### config.mk
export PLATFORM = sky130hd
export DESIGN_NAME = polyline_perimeter
export DESIGN_NICKNAME = d
export VERILOG_FILES = /design/src/design/plp_pkg.sv /design/src/design/plp_seglen.sv /design/src/design/polyline_perimeter.sv
export SDC_FILE = /design/constraint.sdc
export NUM_CORES = 1
export LEC_CHECK = 0
export ABC_AREA = 1
export ABC_CLOCK_PERIOD_IN_PS = 10600
export BUFFER_PORTS_ARGS = -buffer_cell sky130_fd_sc_hd__buf_2
export CAP_MARGIN = 20
export CELL_PAD_IN_SITES_DETAIL_PLACEMENT = 0
export CELL_PAD_IN_SITES_GLOBAL_PLACEMENT = 1
export CORE_AREA = 5 5 197 237
export DETAILED_ROUTE_END_ITERATION = 6
export DIE_AREA = 0 0 202 242
export PLACE_DENSITY = 0.92
export SLEW_MARGIN = 40
export SYNTH_ARGS = -nofsm -noshare
export SYNTH_HDL_FRONTEND = slang
export SYNTH_SLANG_ARGS = --single-unit
### constraint.sdc
create_clock -name clk -period 10.6 [get_ports clk]
set_clock_uncertainty 0.05 [all_clocks]
set_input_delay 1.59 -clock clk [delete_from_list [all_inputs] [get_ports clk]]
set_output_delay 1.59 -clock clk [all_outputs]
set_load 0.01 [all_outputs]
### src/design/plp_pkg.sv
`default_nettype none

package plp_pkg;

	// Default coordinate width and number of fraction bits of a length.
	localparam int DEF_COORD_BITS = 16;
	localparam int DEF_FRAC_BITS  = 8;

	// Width of the running sum and of the total on the result port.
	localparam int SUM_BITS = 35;

	// Largest value the sum can hold; a larger sum is clipped to this.
	localparam logic [SUM_BITS-1:0] SUM_MAX = '1;

endpackage

`default_nettype wire

### src/design/plp_seglen.sv
`default_nettype none

// Length of one segment: squares dx and dy with a bit-serial shift-add
// multiplier, then takes the square root one result bit per cycle.
module plp_seglen #(
	parameter int COORD_BITS = plp_pkg::DEF_COORD_BITS,
	parameter int FRAC_BITS  = plp_pkg::DEF_FRAC_BITS
) (
	input  wire logic                            clk,
	input  wire logic                            arst_n,
	input  wire logic                            start,
	input  wire logic [COORD_BITS:0]             dx,
	input  wire logic [COORD_BITS:0]             dy,
	output logic                                 done,
	output logic [COORD_BITS+FRAC_BITS:0]        root
);

	localparam int D_W    = COORD_BITS + 1;
	localparam int RAD_W  = 2 * D_W;
	localparam int ROOT_W = COORD_BITS + FRAC_BITS + 1;
	localparam int REM_W  = ROOT_W + 2;
	localparam int CNT_W  = $clog2(ROOT_W);

	typedef enum logic [2:0] {
		U_IDLE = 3'b001,
		U_SQ   = 3'b010,
		U_RT   = 3'b100
	} ust_t;

	ust_t              ust_q;
	logic [CNT_W-1:0]  cnt_q;
	logic              done_q;
	logic [D_W-1:0]    mx_q;
	logic [D_W-1:0]    my_q;
	logic [RAD_W-1:0]  ax_q;
	logic [RAD_W-1:0]  ay_q;
	logic [RAD_W-1:0]  acc_q;
	logic [REM_W-1:0]  rem_q;
	logic [ROOT_W-1:0] root_q;

	logic [RAD_W-1:0]  pp_x;
	logic [RAD_W-1:0]  pp_y;
	logic [RAD_W-1:0]  acc_add;
	logic [REM_W-1:0]  rem_sh;
	logic [REM_W-1:0]  trial;
	logic              fits;

	// One multiplier bit of each square per cycle.
	assign pp_x    = mx_q[0] ? ax_q : '0;
	assign pp_y    = my_q[0] ? ay_q : '0;
	assign acc_add = acc_q + pp_x + pp_y;

	// Restoring square root step: bring down the next radicand bit pair.
	assign rem_sh = {rem_q[REM_W-3:0], acc_q[RAD_W-1 -: 2]};
	assign trial  = {root_q, 2'b01};
	assign fits   = (rem_sh >= trial);

	// Sequencer: square phase, then root phase, then a done pulse.
	always_ff @(posedge clk or negedge arst_n) begin
		if (!arst_n) begin
			ust_q  <= U_IDLE;
			cnt_q  <= '0;
			done_q <= 1'b0;
		end else begin
			done_q <= (ust_q == U_RT) && (cnt_q == '0);
			case (ust_q)
				U_IDLE: begin
					if (start) begin
						ust_q <= U_SQ;
						cnt_q <= CNT_W'(D_W - 1);
					end
				end
				U_SQ: begin
					if (cnt_q == '0) begin
						ust_q <= U_RT;
						cnt_q <= CNT_W'(ROOT_W - 1);
					end else begin
						cnt_q <= cnt_q - 1'b1;
					end
				end
				U_RT: begin
					if (cnt_q == '0) begin
						ust_q <= U_IDLE;
					end else begin
						cnt_q <= cnt_q - 1'b1;
					end
				end
				default: begin
					ust_q <= U_IDLE;
				end
			endcase
		end
	end

	// Datapath shift registers; the accumulator becomes the radicand.
	always_ff @(posedge clk) begin
		if (ust_q == U_IDLE) begin
			if (start) begin
				mx_q   <= dx;
				my_q   <= dy;
				ax_q   <= RAD_W'(dx);
				ay_q   <= RAD_W'(dy);
				acc_q  <= '0;
				rem_q  <= '0;
				root_q <= '0;
			end
		end else if (ust_q == U_SQ) begin
			mx_q  <= mx_q >> 1;
			my_q  <= my_q >> 1;
			ax_q  <= ax_q << 1;
			ay_q  <= ay_q << 1;
			acc_q <= acc_add;
		end else if (ust_q == U_RT) begin
			acc_q  <= {acc_q[RAD_W-3:0], 2'b00};
			rem_q  <= fits ? (rem_sh - trial) : rem_sh;
			root_q <= {root_q[ROOT_W-2:0], fits};
		end
	end

	assign done = done_q;
	assign root = root_q;

endmodule

`default_nettype wire

### src/design/polyline_perimeter.sv
// A vertex after the first is stalled on while its segment runs through the serial squaring
// and the bit-serial square root; only then is the next vertex taken.
// A last vertex in closed mode runs a second segment before the emit state loads the result.
// A first vertex that is not last is taken without a segment. The result register lets the next
// chain start while a total still waits. Reset (arst_n low) clears the chain and the mode.
`default_nettype none

module polyline_perimeter #(
	parameter int COORD_BITS = plp_pkg::DEF_COORD_BITS,
	parameter int FRAC_BITS  = plp_pkg::DEF_FRAC_BITS
) (
	input  wire logic                          clk,
	input  wire logic                          arst_n,
	input  wire logic                          cfg_valid,
	output logic                               cfg_ready,
	input  wire logic                          closed_chain,
	input  wire logic                          vertex_valid,
	output logic                               vertex_stall,
	input  wire logic signed [COORD_BITS-1:0]  x_coord,
	input  wire logic signed [COORD_BITS-1:0]  y_coord,
	input  wire logic                          last_point,
	output logic                               result_valid,
	input  wire logic                          result_stall,
	output logic [plp_pkg::SUM_BITS-1:0]       total_length,
	output logic                               saturated
);

	localparam int DIFF_W = COORD_BITS + 1;
	localparam int ROOT_W = COORD_BITS + FRAC_BITS + 1;
	localparam int SUM_W  = plp_pkg::SUM_BITS;
	localparam int EXT_W  = ((ROOT_W > SUM_W) ? ROOT_W : SUM_W) + 1;

	typedef enum logic [3:0] {
		ST_IDLE  = 4'b0001,
		ST_SEG   = 4'b0010,
		ST_CLOSE = 4'b0100,
		ST_EMIT  = 4'b1000
	} st_t;

	st_t                    state_q;
	logic                   closed_q;
	logic                   have_q;
	logic [SUM_W-1:0]       sum_q;
	logic                   clip_q;
	logic                   result_valid_q;
	logic                   last_q;
	logic [COORD_BITS-1:0]  first_x_q;
	logic [COORD_BITS-1:0]  first_y_q;
	logic [COORD_BITS-1:0]  prev_x_q;
	logic [COORD_BITS-1:0]  prev_y_q;
	logic [SUM_W-1:0]       total_q;
	logic                   sat_q;

	logic                   accept;
	logic                   load_result;
	logic [COORD_BITS-1:0]  a_x;
	logic [COORD_BITS-1:0]  a_y;
	logic [COORD_BITS-1:0]  b_x;
	logic [COORD_BITS-1:0]  b_y;
	logic [DIFF_W-1:0]      diff_x;
	logic [DIFF_W-1:0]      diff_y;
	logic [DIFF_W-1:0]      mag_x;
	logic [DIFF_W-1:0]      mag_y;
	logic                   seg_start;
	logic                   seg_done;
	logic [ROOT_W-1:0]      seg_root;
	logic [EXT_W-1:0]       sum_wide;
	logic                   over;
	logic [SUM_W-1:0]       sum_next;

	assign cfg_ready    = 1'b1;
	assign vertex_stall = (state_q != ST_IDLE);
	assign accept       = vertex_valid && !vertex_stall;
	assign load_result  = (state_q == ST_EMIT) && (!result_valid_q || !result_stall);

	// Segment end points: new vertex to previous one, or last vertex back to first.
	always_comb begin
		if (state_q == ST_IDLE) begin
			a_x = x_coord;
			a_y = y_coord;
			b_x = prev_x_q;
			b_y = prev_y_q;
		end else begin
			a_x = prev_x_q;
			a_y = prev_y_q;
			b_x = first_x_q;
			b_y = first_y_q;
		end
	end

	// Absolute coordinate differences, one bit wider than a coordinate.
	assign diff_x = {a_x[COORD_BITS-1], a_x} - {b_x[COORD_BITS-1], b_x};
	assign diff_y = {a_y[COORD_BITS-1], a_y} - {b_y[COORD_BITS-1], b_y};
	assign mag_x  = diff_x[DIFF_W-1] ? (~diff_x + DIFF_W'(1)) : diff_x;
	assign mag_y  = diff_y[DIFF_W-1] ? (~diff_y + DIFF_W'(1)) : diff_y;

	assign seg_start = (accept && have_q)
		|| ((state_q == ST_SEG) && seg_done && last_q && closed_q);

	plp_seglen #(
		.COORD_BITS (COORD_BITS),
		.FRAC_BITS  (FRAC_BITS)
	) u_seglen (
		.clk    (clk),
		.arst_n (arst_n),
		.start  (seg_start),
		.dx     (mag_x),
		.dy     (mag_y),
		.done   (seg_done),
		.root   (seg_root)
	);

	// Saturating add of a finished segment to the running sum.
	assign sum_wide = EXT_W'(sum_q) + EXT_W'(seg_root);
	assign over     = (sum_wide > EXT_W'(plp_pkg::SUM_MAX));
	assign sum_next = over ? plp_pkg::SUM_MAX : sum_wide[SUM_W-1:0];

	// Chain control, running sum and output valid.
	always_ff @(posedge clk or negedge arst_n) begin
		if (!arst_n) begin
			state_q        <= ST_IDLE;
			closed_q       <= 1'b0;
			have_q         <= 1'b0;
			sum_q          <= '0;
			clip_q         <= 1'b0;
			result_valid_q <= 1'b0;
		end else begin
			if (cfg_valid) begin
				closed_q <= closed_chain;
			end
			// The result valid rises when a total is loaded and falls when it is taken.
			if (load_result) begin
				result_valid_q <= 1'b1;
			end else if (result_valid_q && !result_stall) begin
				result_valid_q <= 1'b0;
			end
			case (state_q)
				ST_IDLE: begin
					if (accept) begin
						if (!have_q) begin
							have_q  <= 1'b1;
							state_q <= last_point ? ST_EMIT : ST_IDLE;
						end else begin
							state_q <= ST_SEG;
						end
					end
				end
				ST_SEG: begin
					if (seg_done) begin
						sum_q  <= sum_next;
						clip_q <= clip_q | over;
						if (last_q) begin
							state_q <= closed_q ? ST_CLOSE : ST_EMIT;
						end else begin
							state_q <= ST_IDLE;
						end
					end
				end
				ST_CLOSE: begin
					if (seg_done) begin
						sum_q   <= sum_next;
						clip_q  <= clip_q | over;
						state_q <= ST_EMIT;
					end
				end
				ST_EMIT: begin
					if (load_result) begin
						have_q  <= 1'b0;
						sum_q   <= '0;
						clip_q  <= 1'b0;
						state_q <= ST_IDLE;
					end
				end
				default: begin
					state_q <= ST_IDLE;
				end
			endcase
		end
	end

	// Vertex and result payload registers.
	always_ff @(posedge clk) begin
		if (accept) begin
			prev_x_q <= x_coord;
			prev_y_q <= y_coord;
			last_q   <= last_point;
			if (!have_q) begin
				first_x_q <= x_coord;
				first_y_q <= y_coord;
			end
		end
		if (load_result) begin
			total_q <= sum_q;
			sat_q   <= clip_q;
		end
	end

	assign result_valid = result_valid_q;
	assign total_length = total_q;
	assign saturated    = sat_q;

endmodule

`default_nettype wire

== Word level (Yosys, flattened, before mapping) ==
Index checks and enable logic that the tools add are counted.

* Eq/ne operators: 18
* Muxes and demuxes: 61
* $lt $le $gt $ge: 2
* Add/subtract/negate cells: 9
* Bitwise operators: 4
* Reduce and logical (&&, ||, !) cells: 30

{| class="wikitable"
|+ Operators by type and width
! cell !! count
|-
| $mux 34 || 12
|-
| $mux 25 || 9
|-
| $mux 17 || 8
|-
| $mux 35 || 3
|-
| $pmux 35 s2 || 1
|-
| $add 34x34->34 || 2
|-
| $mux 16 || 4
|-
| $add 35x25->36 || 1
|-
| $gt 36x35->1 const B || 1
|-
| $add 17x1->17 const B || 2
|-
| $not 17->17 || 2
|-
| $sub 16x16->17 || 2
|-
| $mux 4 || 8
|-
| $ge 27x27->1 || 1
|-
| $sub 25x25->25 || 1
|-
| $pmux 4 s4 || 1
|-
| $mux 5 || 3
|-
| $pmux 5 s3 || 1
|-
| $reduce_and 3->1 || 5
|-
| $ne 2x1->1 const B || 6
|-
| $reduce_bool 2->1 || 5
|-
| $mux 3 || 3
|-
| $pmux 3 s3 || 1
|-
| $logic_and 1x1->1 || 8
|-
| other kinds (21) || 34
|}

* Input bits: 39
* Word-level logic and storage cells: 147
* Output and inout port bits: 39
* Flip-flop bits (word level): 339

== Logic depth before layout (Yosys ltp) ==
* Depth in word-level cells: 8
* Depth in mapped cells: 25
* Depth with buffers taken out: 23

== Cells and area by module ==
From an unflattened synthesis, not the netlist that was laid out.

* Cell total of the unflattened synthesis: 3126
* Area, all modules: 23810.3 sq um

{| class="wikitable"
|+ Modules (own cells, without submodules)
! module !! area an instance (sq um) !! cells each !! instances !! sequential area each (sq um)
|-
| plp_seglen || 13890.8 || 1908 || 1 || 5811.8
|-
| polyline_perimeter || 9919.5 || 1218 || 1 || 4110.2
|}

== Least setup slack after synthesis ==
No wires, ideal clock.

* Kind: input to register
* Start: input vertex_valid
* End: register u_seglen.ax_q[0] (enable)
* Slack: 4.326 ns
* Arrival time: 5.760 ns
* Library setup time: 0.464 ns
* Data required time: 10.086 ns
* Path buffers: 0
* Stages on the path: 6
* Cell sequence: inv_1 > nor2_1 > nand2_1 > a21oi_1 > inv_2 > nand2_1

* Word-level cells in the longest chain between the ends: 5

{| class="wikitable"
|+ RTL lines
! what !! line !! RTL
|-
| start: declaration || polyline_perimeter.sv:17 || <nowiki>input wire logic vertex_valid,</nowiki>
|-
| $logic_and 1x1->1 || polyline_perimeter.sv:73 || <nowiki>assign accept = vertex_valid && !vertex_stall;</nowiki>
|-
| via accept || polyline_perimeter.sv:54 || <nowiki>logic accept;</nowiki>
|-
| $logic_and 1x1->1 || polyline_perimeter.sv:97 || <nowiki>assign seg_start = (accept && have_q)</nowiki>
|-
| $logic_or 1x1->1 || polyline_perimeter.sv:98 || <nowiki>|| ((state_q == ST_SEG) && seg_done && last_q && closed_q);</nowiki>
|-
| $ne 2x2->1 (no source line) || - ||
|-
| $reduce_and 2->1 (no source line) || - ||
|-
| end signal: assignment || plp_seglen.sv:101 || <nowiki>ax_q <= RAD_W'(dx);</nowiki>
|-
| end signal: assignment || plp_seglen.sv:110 || <nowiki>ax_q <= ax_q << 1;</nowiki>
|-
| end: declaration || plp_seglen.sv:35 || <nowiki>logic [RAD_W-1:0] ax_q;</nowiki>
|}

The timed path passes the listed nets, and every way through them passes these cells.
A chain may end at the register's enable or synchronous reset.

== Worst setup path after layout ==
* Start: register state_q[2]
* End: register u_seglen.ay_q[15], data pin

* Word-level cells in the longest chain between the ends: 8
* Elaborated cells between the ends (all ways): 9
* Classes of those cells: add/sub: 2; eq/ne: 1; mux: 5; bitwise: 1

{| class="wikitable"
|+ RTL lines
! what !! line !! RTL
|-
| start: declaration || polyline_perimeter.sv:40 || <nowiki>st_t state_q;</nowiki>
|-
| start signal: assignment || polyline_perimeter.sv:142 || <nowiki>state_q <= last_point ? ST_EMIT : ST_IDLE;</nowiki>
|-
| start signal: assignment || polyline_perimeter.sv:153 || <nowiki>state_q <= closed_q ? ST_CLOSE : ST_EMIT;</nowiki>
|-
| $eq 4x1->1 (*) || polyline_perimeter.sv:78 || <nowiki>if (state_q == ST_IDLE) begin</nowiki>
|-
| $mux 16 || polyline_perimeter.sv:78 ||
|-
| $sub 16x16->17 (*) || polyline_perimeter.sv:93 || <nowiki>assign diff_y = {a_y[COORD_BITS-1], a_y} - {b_y[COORD_BITS-1], b_y};</nowiki>
|-
| $not 17->17 || polyline_perimeter.sv:95 || <nowiki>assign mag_y = diff_y[DIFF_W-1] ? (~diff_y + DIFF_W'(1)) : diff_y;</nowiki>
|-
| $add 17x1->17 || polyline_perimeter.sv:95 ||
|-
| $mux 17 (*) || polyline_perimeter.sv:95 ||
|-
| $mux 34 (*) || plp_seglen.sv:98 || <nowiki>if (start) begin</nowiki>
|-
| $mux 34 (*) || plp_seglen.sv:97 || <nowiki>if (ust_q == U_IDLE) begin</nowiki>
|-
| end signal: assignment || plp_seglen.sv:102 || <nowiki>ay_q <= RAD_W'(dy);</nowiki>
|-
| end signal: assignment || plp_seglen.sv:111 || <nowiki>ay_q <= ay_q << 1;</nowiki>
|-
| end: declaration || plp_seglen.sv:36 || <nowiki>logic [RAD_W-1:0] ay_q;</nowiki>
|}

Mark *: on every way between the ends. The rest lies on a longest branch, timed or not. The select of a mux whose other input is x is not followed.

==> flow_summary.yaml <==
synth:
  synth_simple_gate_area_share_pct: 22.83
  ys_top_cells_by_area: "sky130_fd_sc_hd__edfxtp_1 38%, sky130_fd_sc_hd__nand2_1 14%, sky130_fd_sc_hd__inv_1 7.4%"
  part_of_the_yosys_area_used_for_sequential_elements_pct: 43.94
  post_synth_inst_count: 2799
  yosysUniqueCellTypes: 63
  synth-compound-area-share_pct: 10.86
  synth.yosys.warnings: 0
  netlist.top_cell.by_area: "sky130_fd_sc_hd__edfxtp_1"
  synth_mux_area_share_pct: 1.241
  post_synthesis_xor_xnor_area_fraction_pct: 2.438
  avgSynthCellArea_um2: 8.068
  synth.top_cell.area_share_pct: 38.16
  largest_family_of_logic_cells_by_synthesized_area: "simple AND/OR/NAND/NOR gates"
  synth_enable_flop_cells: 287
  synthesis.area_um2: 22580
  synth-adder-area-share_pct: 9.874
  async_reset_ff_share_pct: 15.34
  mappedNetlistNets: 2994
  ys_seq_elements: 339
  ys.flop_type: "sky130_fd_sc_hd__edfxtp_1"
power_and_ir_drop:
  peakVddDrop_mv: 0.1505
  power.leakage_nw: 11.98
  power.density_cell_area_nw_per_um2: 115.5
critical_path:
  crit-reg2reg-capture: "u_seglen.ay_q[15]"
  worstSetupStartpointType: "flip-flop"
  setup.worst_path.class: "reg -> reg"
  timing.critical_path.fanout_max: 52
  timing.rr.start: "state_q[2]"
  critical-path-max-stage-delay_ns: 0.44
  setup.reg_to_reg.worst_slack_ns: 6.25
  ff_to_ff_path_depth: 20
  timing.critical_path.required_ns: 10.88
  crit_chain: "nor2_1, nand3_4, buf_4, nand2_1, o21ai_0, ha_1, fa_1, inv_1, nand3_1, nand2_2, nand3_1, nand3_1, nand2_1, nand3_1, and2_1, o21ai_0, nand2_1, nand2_1, nand3_1, nand2_1"
  timing.critical_path.to_type: "flip-flop"
  slowest_stage: "sky130_fd_sc_hd__and2_1"
  arrival_time_of_the_worst_setup_path_ns: 4.62
detailed_routing:
  wl_per_cell_um: 15.24
  num_vias: 18338
  post_drt_via_cell_ratio: 5.302
  drtAntennaViolNets: 0
  wl_um: 52700
  drt_first_pass_iters: 7
  drc_errors: 4
  detail_route.iter0.violations: 1158
die:
  dieWidth_um: 202
  core_area_um2: 44350
  rows: 85
  num_ports: 78
  die_height_um: 242
  die_area_um2: 48880
  initial_utilization_pct: 50.92
hold_path:
  worst_hold_path_type: "reg -> reg"
  hold_end: "total_length[34]"
  min_delay_path_depth: 0
  holdCritStartpoint: "sum_q[34]"
cts:
  clk_transition_reported_paths_ns: 0.06
  clk-insertion-delay-late_ns: 0.58
  cts.hold.buffers_added: 0
  tritoncts: "built"
  htree_num_levels: 2
  cts_post_setup_buffers_inserted: 0
  post_cts_resized: 0
  clock_tree_root_driver_cell: "sky130_fd_sc_hd__clkbuf_16"
  cts.path.max_buffers: 3
  tritoncts_num_sinks: 339
  cts_buffers: 38
place:
  finalWeightedCongestion: 0.9217
  portBuffers: 76
  detailedPlacementHpwl_um: 38860
finish:
  final_layout_size_suffix_gt1_share_pct: 7.084
  final_core_util_pct: 56.21
  area.sequential_um2: 9922
  most_frequent_cells_in_the_layout: "823 x sky130_fd_sc_hd__nand2_1, 441 x sky130_fd_sc_hd__inv_1, 287 x sky130_fd_sc_hd__edfxtp_1"
  layout_commonest_cell: "sky130_fd_sc_hd__nand2_1"
  antenna-diode-count: 0
  area_occupied_by_multi_input_gates_um2: 10720
  final.fill_count: 4004
  num-nets-final: 3059
  flow.area_growth_from_synthesis_pct: 10.40
timing:
  hold_ws_ns: 0.4071
  grt_setup_unrepaired: "no"
  hold_viol_final: 0
  finalSetupViolations: 0
  finalCriticalPeriod_ns: 4.347
  finalMaxSlewViolations: 0
  slew_headroom_pct: 53.32
  period_share_pct: 41.01
  worst_slew_pin_slew_ns: 0.7002
  max_clock_freq_mhz: 230.0
  finalSetupTns_ns: 0
grt:
  antenna_found_initial: 0
  via_count_of_the_first_global_routing_pass: 18154
  global_route.usage.total_pct: 21.30
  grt_overflow_total: 0
  maximum_number_of_pins_on_one_net_before_global_route_repair: 89
  grt_first_pass_wirelength_um: 87150
outcome:
  failed_checks: "DRC"
  outcome: "complete, but fails checks"
job:
  timing.max_cap.violations: 0
state kept, by name (all words and copies together), names as in the netlist, 3 cells and up:
name            flops
state_q             4
prev_y_q           16
u_seglen.mx_q      17
u_seglen.cnt_q      5
u_seglen.ay_q      34
u_seglen.root      25
u_seglen.ax_q      34
sum_q              35
u_seglen.acc_q     34
u_seglen.my_q      17
prev_x_q           16
total_length       35
first_y_q          16
first_x_q          16
u_seglen.rem_q     25
u_seglen.ust_q      3
per-layer routing:
metal | global-route usage (%) | wire length, um
met4 | 7.301 | 1703
met3 | 3.066 | 1911
met5 | 0 | 0
met1 | 25.08 | 21620
met2 | 39.51 | 27460
cells by family after synthesis:
kind of cell | Yosys count
XOR/XNOR | 59
adder cells (fa/ha/maj) | 156
flip-flops | 339
buffers and inverters | 520
multiplexers | 28
AND/OR/NAND/NOR | 1246
AO/OA/AOI/OAI | 450
other | 1
cell usage after synthesis (all sizes together), types with 21 or more instances:
cell type	n
a21oi	204
buf	21
clkbuf	46
dfrtp	50
edfxtp	287
fa	37
ha	119
inv	451
mux2i	28
nand2	834
nand3	156
nand4	31
nor2	172
nor3	28
o21ai	172
xor2	40
layout make-up:
cell class              count  area share (%)
multi-input cells        1940           43.01
flip-flops and latches    339           39.80
inverters                 453           6.841
clock buffers              48           4.045
well taps                 565           2.836
repair buffers             92           2.068
clock inverters            22           1.400
power breakdown:
part           internal, mW  switching, mW
clock network         0.860          0.571
logic               0.00564         0.0109
registers              1.43       0.000582
critical path: cells and delay by family, from the launching register on:
kind,cells,cell delay (ns)
buf+inv,2,0.54
fa+ha+maj,2,0.67
compound gates,2,0.34
simple gates,14,2.04
flops,1,0.40
stage by stage:
step | std cells | instance area [um2] | setup slack [ns] | power, mW
after floorplan | 2799 | 22580 | 4.326 | 1.462
after global placement | 3388 | 23540 | 5.968 | 1.477
after detailed placement | 3389 | 23560 | 6.152 | 1.477
after CTS | 3459 | 24910 | 6.225 | 2.909
after global routing | 3459 | 24930 | 5.826 | 2.971
final | 3459 | 24930 | 6.253 | 2.880
worst max path at each step:
stage / startpoint / endpoint / cells after the start
2_1_floorplan: vertex_valid / u_seglen.ax_q[0] / 6
3_5_place_dp: y_coord[0] / u_seglen.ay_q[4] / 15
4_1_cts: state_q[2] / u_seglen.ay_q[15] / 20
5_1_grt: state_q[3] / u_seglen.ay_q[15] / 20
6_report: state_q[2] / u_seglen.ay_q[15] / 20
3_3_place_gp: vertex_valid / u_seglen.ay_q[15] / 8
Note: power is estimated with default switching activity, not from simulation.
